<file path="src/sv/esc_pkg.sv">
`timescale 1ns / 1ps
// ----------------------------------------------------------------------------
// esc_pkg
// shared types and constants of the event statistics collector
// ----------------------------------------------------------------------------
package esc_pkg;

  localparam int DEFAULT_NUM_CATEGORIES = 16;
  localparam int STAT_W                 = 64;
  localparam int CAT_W                  = 4;
  localparam int MODE_W                 = 2;
  localparam int CNT_EXT_W              = 9;

  typedef enum logic [MODE_W-1:0] {
    MODE_RECORD       = 2'd0,
    MODE_DUMP         = 2'd1,
    MODE_CLEAR_TOTALS = 2'd2
  } mode_t;

  typedef enum logic [1:0] {
    ST_IDLE,
    ST_REC_WR,
    ST_DUMP_RD,
    ST_DUMP_LD
  } state_t;

  // controller to datapath
  typedef struct packed {
    logic rec_rd;
    logic rec_wr;
    logic clr_tot;
    logic dump_start;
    logic dump_rd;
    logic out_load;
    logic dump_next;
    logic clr_win;
  } cmd_t;

  // datapath to controller
  typedef struct packed {
    logic cat_ok;
    logic dump_last;
    logic out_busy;
  } sts_t;

endpackage

</file>
<file path="src/sv/esc_ctrl.sv">
`timescale 1ns / 1ps
// ----------------------------------------------------------------------------
// esc_ctrl
// sequencer for record, dump and clear operations
// ----------------------------------------------------------------------------
module esc_ctrl
  import esc_pkg::*;
(
  input  logic  clk,
  input  logic  rst_n,
  input  logic  in_tvalid,
  input  mode_t in_mode,
  output logic  in_tready,
  input  sts_t  sts,
  output cmd_t  cmd
);

  state_t state_r, state_nxt;

  always_ff @(posedge clk) begin
    if (!rst_n) begin
      state_r <= ST_IDLE;
    end else begin
      state_r <= state_nxt;
    end
  end

  always_comb begin
    state_nxt = state_r;
    cmd       = '0;
    in_tready = 1'b0;
    unique case (state_r)
      ST_IDLE: begin
        in_tready = 1'b1;
        if (in_tvalid) begin
          unique case (in_mode)
            MODE_RECORD: begin
              if (sts.cat_ok) begin
                cmd.rec_rd = 1'b1;
                state_nxt  = ST_REC_WR;
              end
            end
            MODE_DUMP: begin
              cmd.dump_start = 1'b1;
              state_nxt      = ST_DUMP_RD;
            end
            MODE_CLEAR_TOTALS: begin
              cmd.clr_tot = 1'b1;
            end
            default: ;
          endcase
        end
      end
      ST_REC_WR: begin
        cmd.rec_wr = 1'b1;
        state_nxt  = ST_IDLE;
      end
      ST_DUMP_RD: begin
        cmd.dump_rd = 1'b1;
        state_nxt   = ST_DUMP_LD;
      end
      ST_DUMP_LD: begin
        if (!sts.out_busy) begin
          cmd.out_load = 1'b1;
          if (sts.dump_last) begin
            cmd.clr_win = 1'b1;
            state_nxt   = ST_IDLE;
          end else begin
            cmd.dump_next = 1'b1;
            state_nxt     = ST_DUMP_RD;
          end
        end
      end
      default: state_nxt = ST_IDLE;
    endcase
  end

endmodule

</file>
<file path="config.mk">
export PLATFORM = sky130hd
export DESIGN_NAME = esc_ctrl
export DESIGN_NICKNAME = d
export VERILOG_FILES = /design/src/sv/esc_pkg.sv /design/src/sv/esc_ctrl.sv
export SDC_FILE = /design/constraint.sdc
export NUM_CORES = 1
export LEC_CHECK = 0
export ABC_AREA = 1
export BUFFER_PORTS_ARGS = -buffer_cell sky130_fd_sc_hd__buf_2
export CAP_MARGIN = 0
export CORE_AREA = 8 8 45 47
export DETAILED_ROUTE_END_ITERATION = 8
export DIE_AREA = 0 0 53 55
export HOLD_SLACK_MARGIN = 0.08
export PLACE_DENSITY = 0.48
export SYNTH_ARGS = -nofsm -noshare
export SYNTH_HDL_FRONTEND = slang
export SYNTH_SLANG_ARGS = --single-unit
</file>
<file path="constraint.sdc">
create_clock -name clk -period 0.9 [get_ports clk]
set_input_delay 0.045 -clock clk [delete_from_list [all_inputs] [get_ports clk]]
set_output_delay 0.045 -clock clk [all_outputs]
set_load 0.03 [all_outputs]
</file>
Word level (Yosys, flattened, before mapping) --
Cells that the tools add are included.
Storage, ports and cells: output and inout port bits 9, register bits 2, word-level logic and storage cells 34, input bits 8
Operators by class: eq/ne operators 9, reductions and logical operators 3, muxes and demuxes 21
Operator list (count):
- 2-bit two-way mux | 6
- 1-bit two-way mux | 11
- 2-bit one-hot mux with 4 select lines | 1
- 2-bit equality test (second input constant) | 3
- 3-bit two-way mux | 2
- 2-bit by 1-bit equality test with 1-bit output (second input constant) | 2
- 2-bit zero test | 2
- 2-bit inequality test (second input constant) | 2
- 2-bit one-hot mux with 2 select lines | 1
- 4-bit AND reduction | 1
- 3-bit by 1-bit inequality test with 1-bit output (second input constant) | 1
- 3-bit inequality test (second input constant) | 1

Logic depth before layout (Yosys ltp) --
word-level depth 4, depth in mapped cells 6, depth with buffers taken out 6

Worst setup path after synthesis --
No wires, ideal clock.
path kind reg2out, start reg state_r[0], end out cmd[5] in the netlist's numbering, buffers on the path 0, required time 0.855 ns, arrival time 1.604 ns, cell stages (with the launch flop) 4, setup slack -0.749 ns, path through dfxtp_1 > nor2_4 > inv_1 > nor4_1
RTL lines:
- start: declaration | line esc_ctrl.sv:18 | state_t state_r, state_nxt;
- start signal: assignment | line esc_ctrl.sv:24 | state_r <= state_nxt;
- end: declaration | line esc_ctrl.sv:15 | output cmd_t cmd

==> flow_summary.json <==
{
  "status": "complete, but fails checks",
  "failed_checks": "setup timing",
  "crit_arrival_ns": 1.08,
  "htreeDepth": 1,
  "clk_pin_slew_worst_paths_ns": 0.03,
  "die_h_um": 55,
  "synth_nets": 46,
  "cts_buffers": 3,
  "crit_type": "flip-flop to primary output",
  "dr.pass1.iters": 2,
  "dp_hpwl_um": 598,
  "io_pins": 17,
  "die_area_mm2": 0.00292,
  "final-setup-viol-count": 11,
  "initial_core_util": 0.143,
  "grtUsageTotal": 0.0519,
  "syn_area_um2": 198,
  "worstMarginPinSlew_ns": 0.206,
  "grt_pass1_wl_um": 1180,
  "area_growth_pct": 167,
  "slew_headroom": 0.862,
  "hp-class": "input pin to flip-flop",
  "rows": 14,
  "pwr_density_cell_mw_per_mm2": 968,
  "power.share.clock": 0.378,
  "avgRoutedWirePerCell_um": 9.35,
  "synthDistinctLibCells": 11,
  "numPortBuffers": 16,
  "yosys_register_bits": 2,
  "rsz0062_at_grt": "yes",
  "switchingPower_uw": 174,
  "vias": 305,
  "ant_nets": 0,
  "grt_pass1_vias": 308,
  "seqPwrFrac": 0.198,
  "place_area_um2": 382,
  "fin_crit_ns": 1.13,
  "fin_total_pwr_uw": 511,
  "p_int_uw": 337,
  "insertion_delay_ns": 0.22,
  "ys_warn_count": 0,
  "slowest_delay_ns": 0.35,
  "tritoncts": "yes",
  "dieWidth_um": 53,
  "grt-ovfl-total": 0,
  "final_cells": 79,
  "cts_root_buf": "clkbuf_4",
  "core_mm2": 0.00138,
  "setup.worst_path.start_class": "flip-flop",
  "viasPerCell": 3.86,
  "top_register": "state_r",
  "diodes": 0,
  "final_nets": 73,
  "synth_cells": 38,
  "p_leak_uw": 0.000264,
  "worst_path_max_delay_cell": "dfxtp_4",
  "largest_reg_flops": 2,
  "drtIter0Drc": 2,
  "cp-end-kind": "primary output",
  "hold_viol": 0,
  "fin_skew_ns": 0.000944,
  "clockBufferDepth": 2,
  "switching_share": 0.341,
  "whs_ns": 0.180,
  "drive_gt1_frac": 0.683,
  "fin_util": 0.382,
  "largestRegisters": "state_r: 2 flops",
  "timing.critical_path.cells": "nor2_4 -> inv_2 -> nor4_4 -> buf_6",
  "drc": 0,
  "yosysSeqAreaShare": 0.203,
  "wl_um": 739,
  "max_freq_ghz": 0.887,
  "required_ns": 0.85,
  "avgSynthCellArea_um2": 5.20,
  "stdcell_area_um2": 528,
  "finalCritPeriodShare": 1.25,
  "cp_max_fo": 3,
  "cts_sinks": 2,
  "peakVddDrop_uv": 569,
  "grt_max_degree": 6,
  "maxCapViolations": 0,
  "pwr-share-comb": 0.424,
  "fin_ws_ns": -0.227,
  "maxSlewViolCount": 0,
  "dp.cells": 73,
  "antenna_found_initial": 0,
  "gp_congestion": 0.708
}
## layout by cell type, fill, tap and decap left out
cell	n
a21oi_1	2
buf_2	7
buf_4	3
buf_6	11
clkbuf_4	3
dfxtp_4	2
dlygate4sd3_1	1
inv_1	5
inv_2	2
inv_6	1
nand2_1	9
nand2_2	5
nand2_4	1
nand3_1	1
nor2_1	2
nor2_2	1
nor2_4	3
nor3_4	2
nor3b_4	1
nor4_4	1
## layer usage
layer  global-route usage  wire, µm  up-vias
met5                    0         0        -
met4               0.0259         0        0
met3               0.0134        26        0
met2               0.0859       420        7
met1               0.0608       293      131
li1                     -         -      167
## path summary, 6_finish.rpt
check | start | to | cells after the start | slack (ns)
max | state_r[0] | cmd[5] | 4 | -0.23
max reg2reg | state_r[0] | state_r[1] | 7 | -0.08
min | sts[0] | state_r[1] | 3 | 0.18
min reg2reg | state_r[1] | state_r[1] | 4 | 0.61
## Yosys cell counts
| cell type | instances | area share |
|---|---|---|
| nand2_1 | 14 | 0.27 |
| inv_1 | 8 | 0.15 |
| nor2_1 | 5 | 0.095 |
| a21oi_1 | 2 | 0.051 |
| dfxtp_1 | 2 | 0.20 |
| nor3_1 | 2 | 0.051 |
| nand2_2 | 1 | 0.032 |
| nand3_1 | 1 | 0.025 |
| nor2_4 | 1 | 0.057 |
| nor3b_1 | 1 | 0.038 |
| nor4_1 | 1 | 0.032 |
## metrics by stage
step	setup slack, ns	TNS, ns
CTS	-0.256	-1.58
finish	-0.227	-1.43
global route	-0.280	-2.03
floorplan	-0.208	-0.634
global placement	-0.0683	-0.204
detailed placement	-0.0850	-0.198
## what timing repair did
| action | CTS | global route |
|---|---|---|
| gates cloned | 0 | 0 |
| hold buffers | 1 | 0 |
| resized for setup | 25 | 9 |
| endpoints found under the setup margin | 10 | 11 |
| setup buffers | 2 | 0 |
| hold endpoints to repair | 2 | 0 |
| pin swaps | 5 | 6 |
## kinds of logic after synthesis
logic type             Yosys count  share of synthesized area
AOI/OAI and AO/OA                2                     0.0506
buffers and inverters            8                      0.152
DFF                              2                      0.203
and+or+nand+nor                 26                      0.595
## final cells by class
class,count,area (µm²)
repair buffers,22,191
inverters,8,35.0
well taps,16,20.0
multi-input cells,28,211
flip-flops and latches,2,47.5
fillers,166,856
clock buffers,3,22.5
## power groups by stage
stage               clock (µW)  combinational (µW)  sequential [µW]
CTS                        207                 202              100
floorplan                    0                99.8              104
global route               209                 235              102
global placement             0                 165              104
finish                     193                 217              101
detailed placement           0                 165              103
## critical path: cells and delay by family, from the launching register on
family        cells  cell delay, ns
flops             1            0.35
simple gates      2            0.27
buf+inv           2            0.23
No activity file was read; power rests on OpenSTA's default activity.
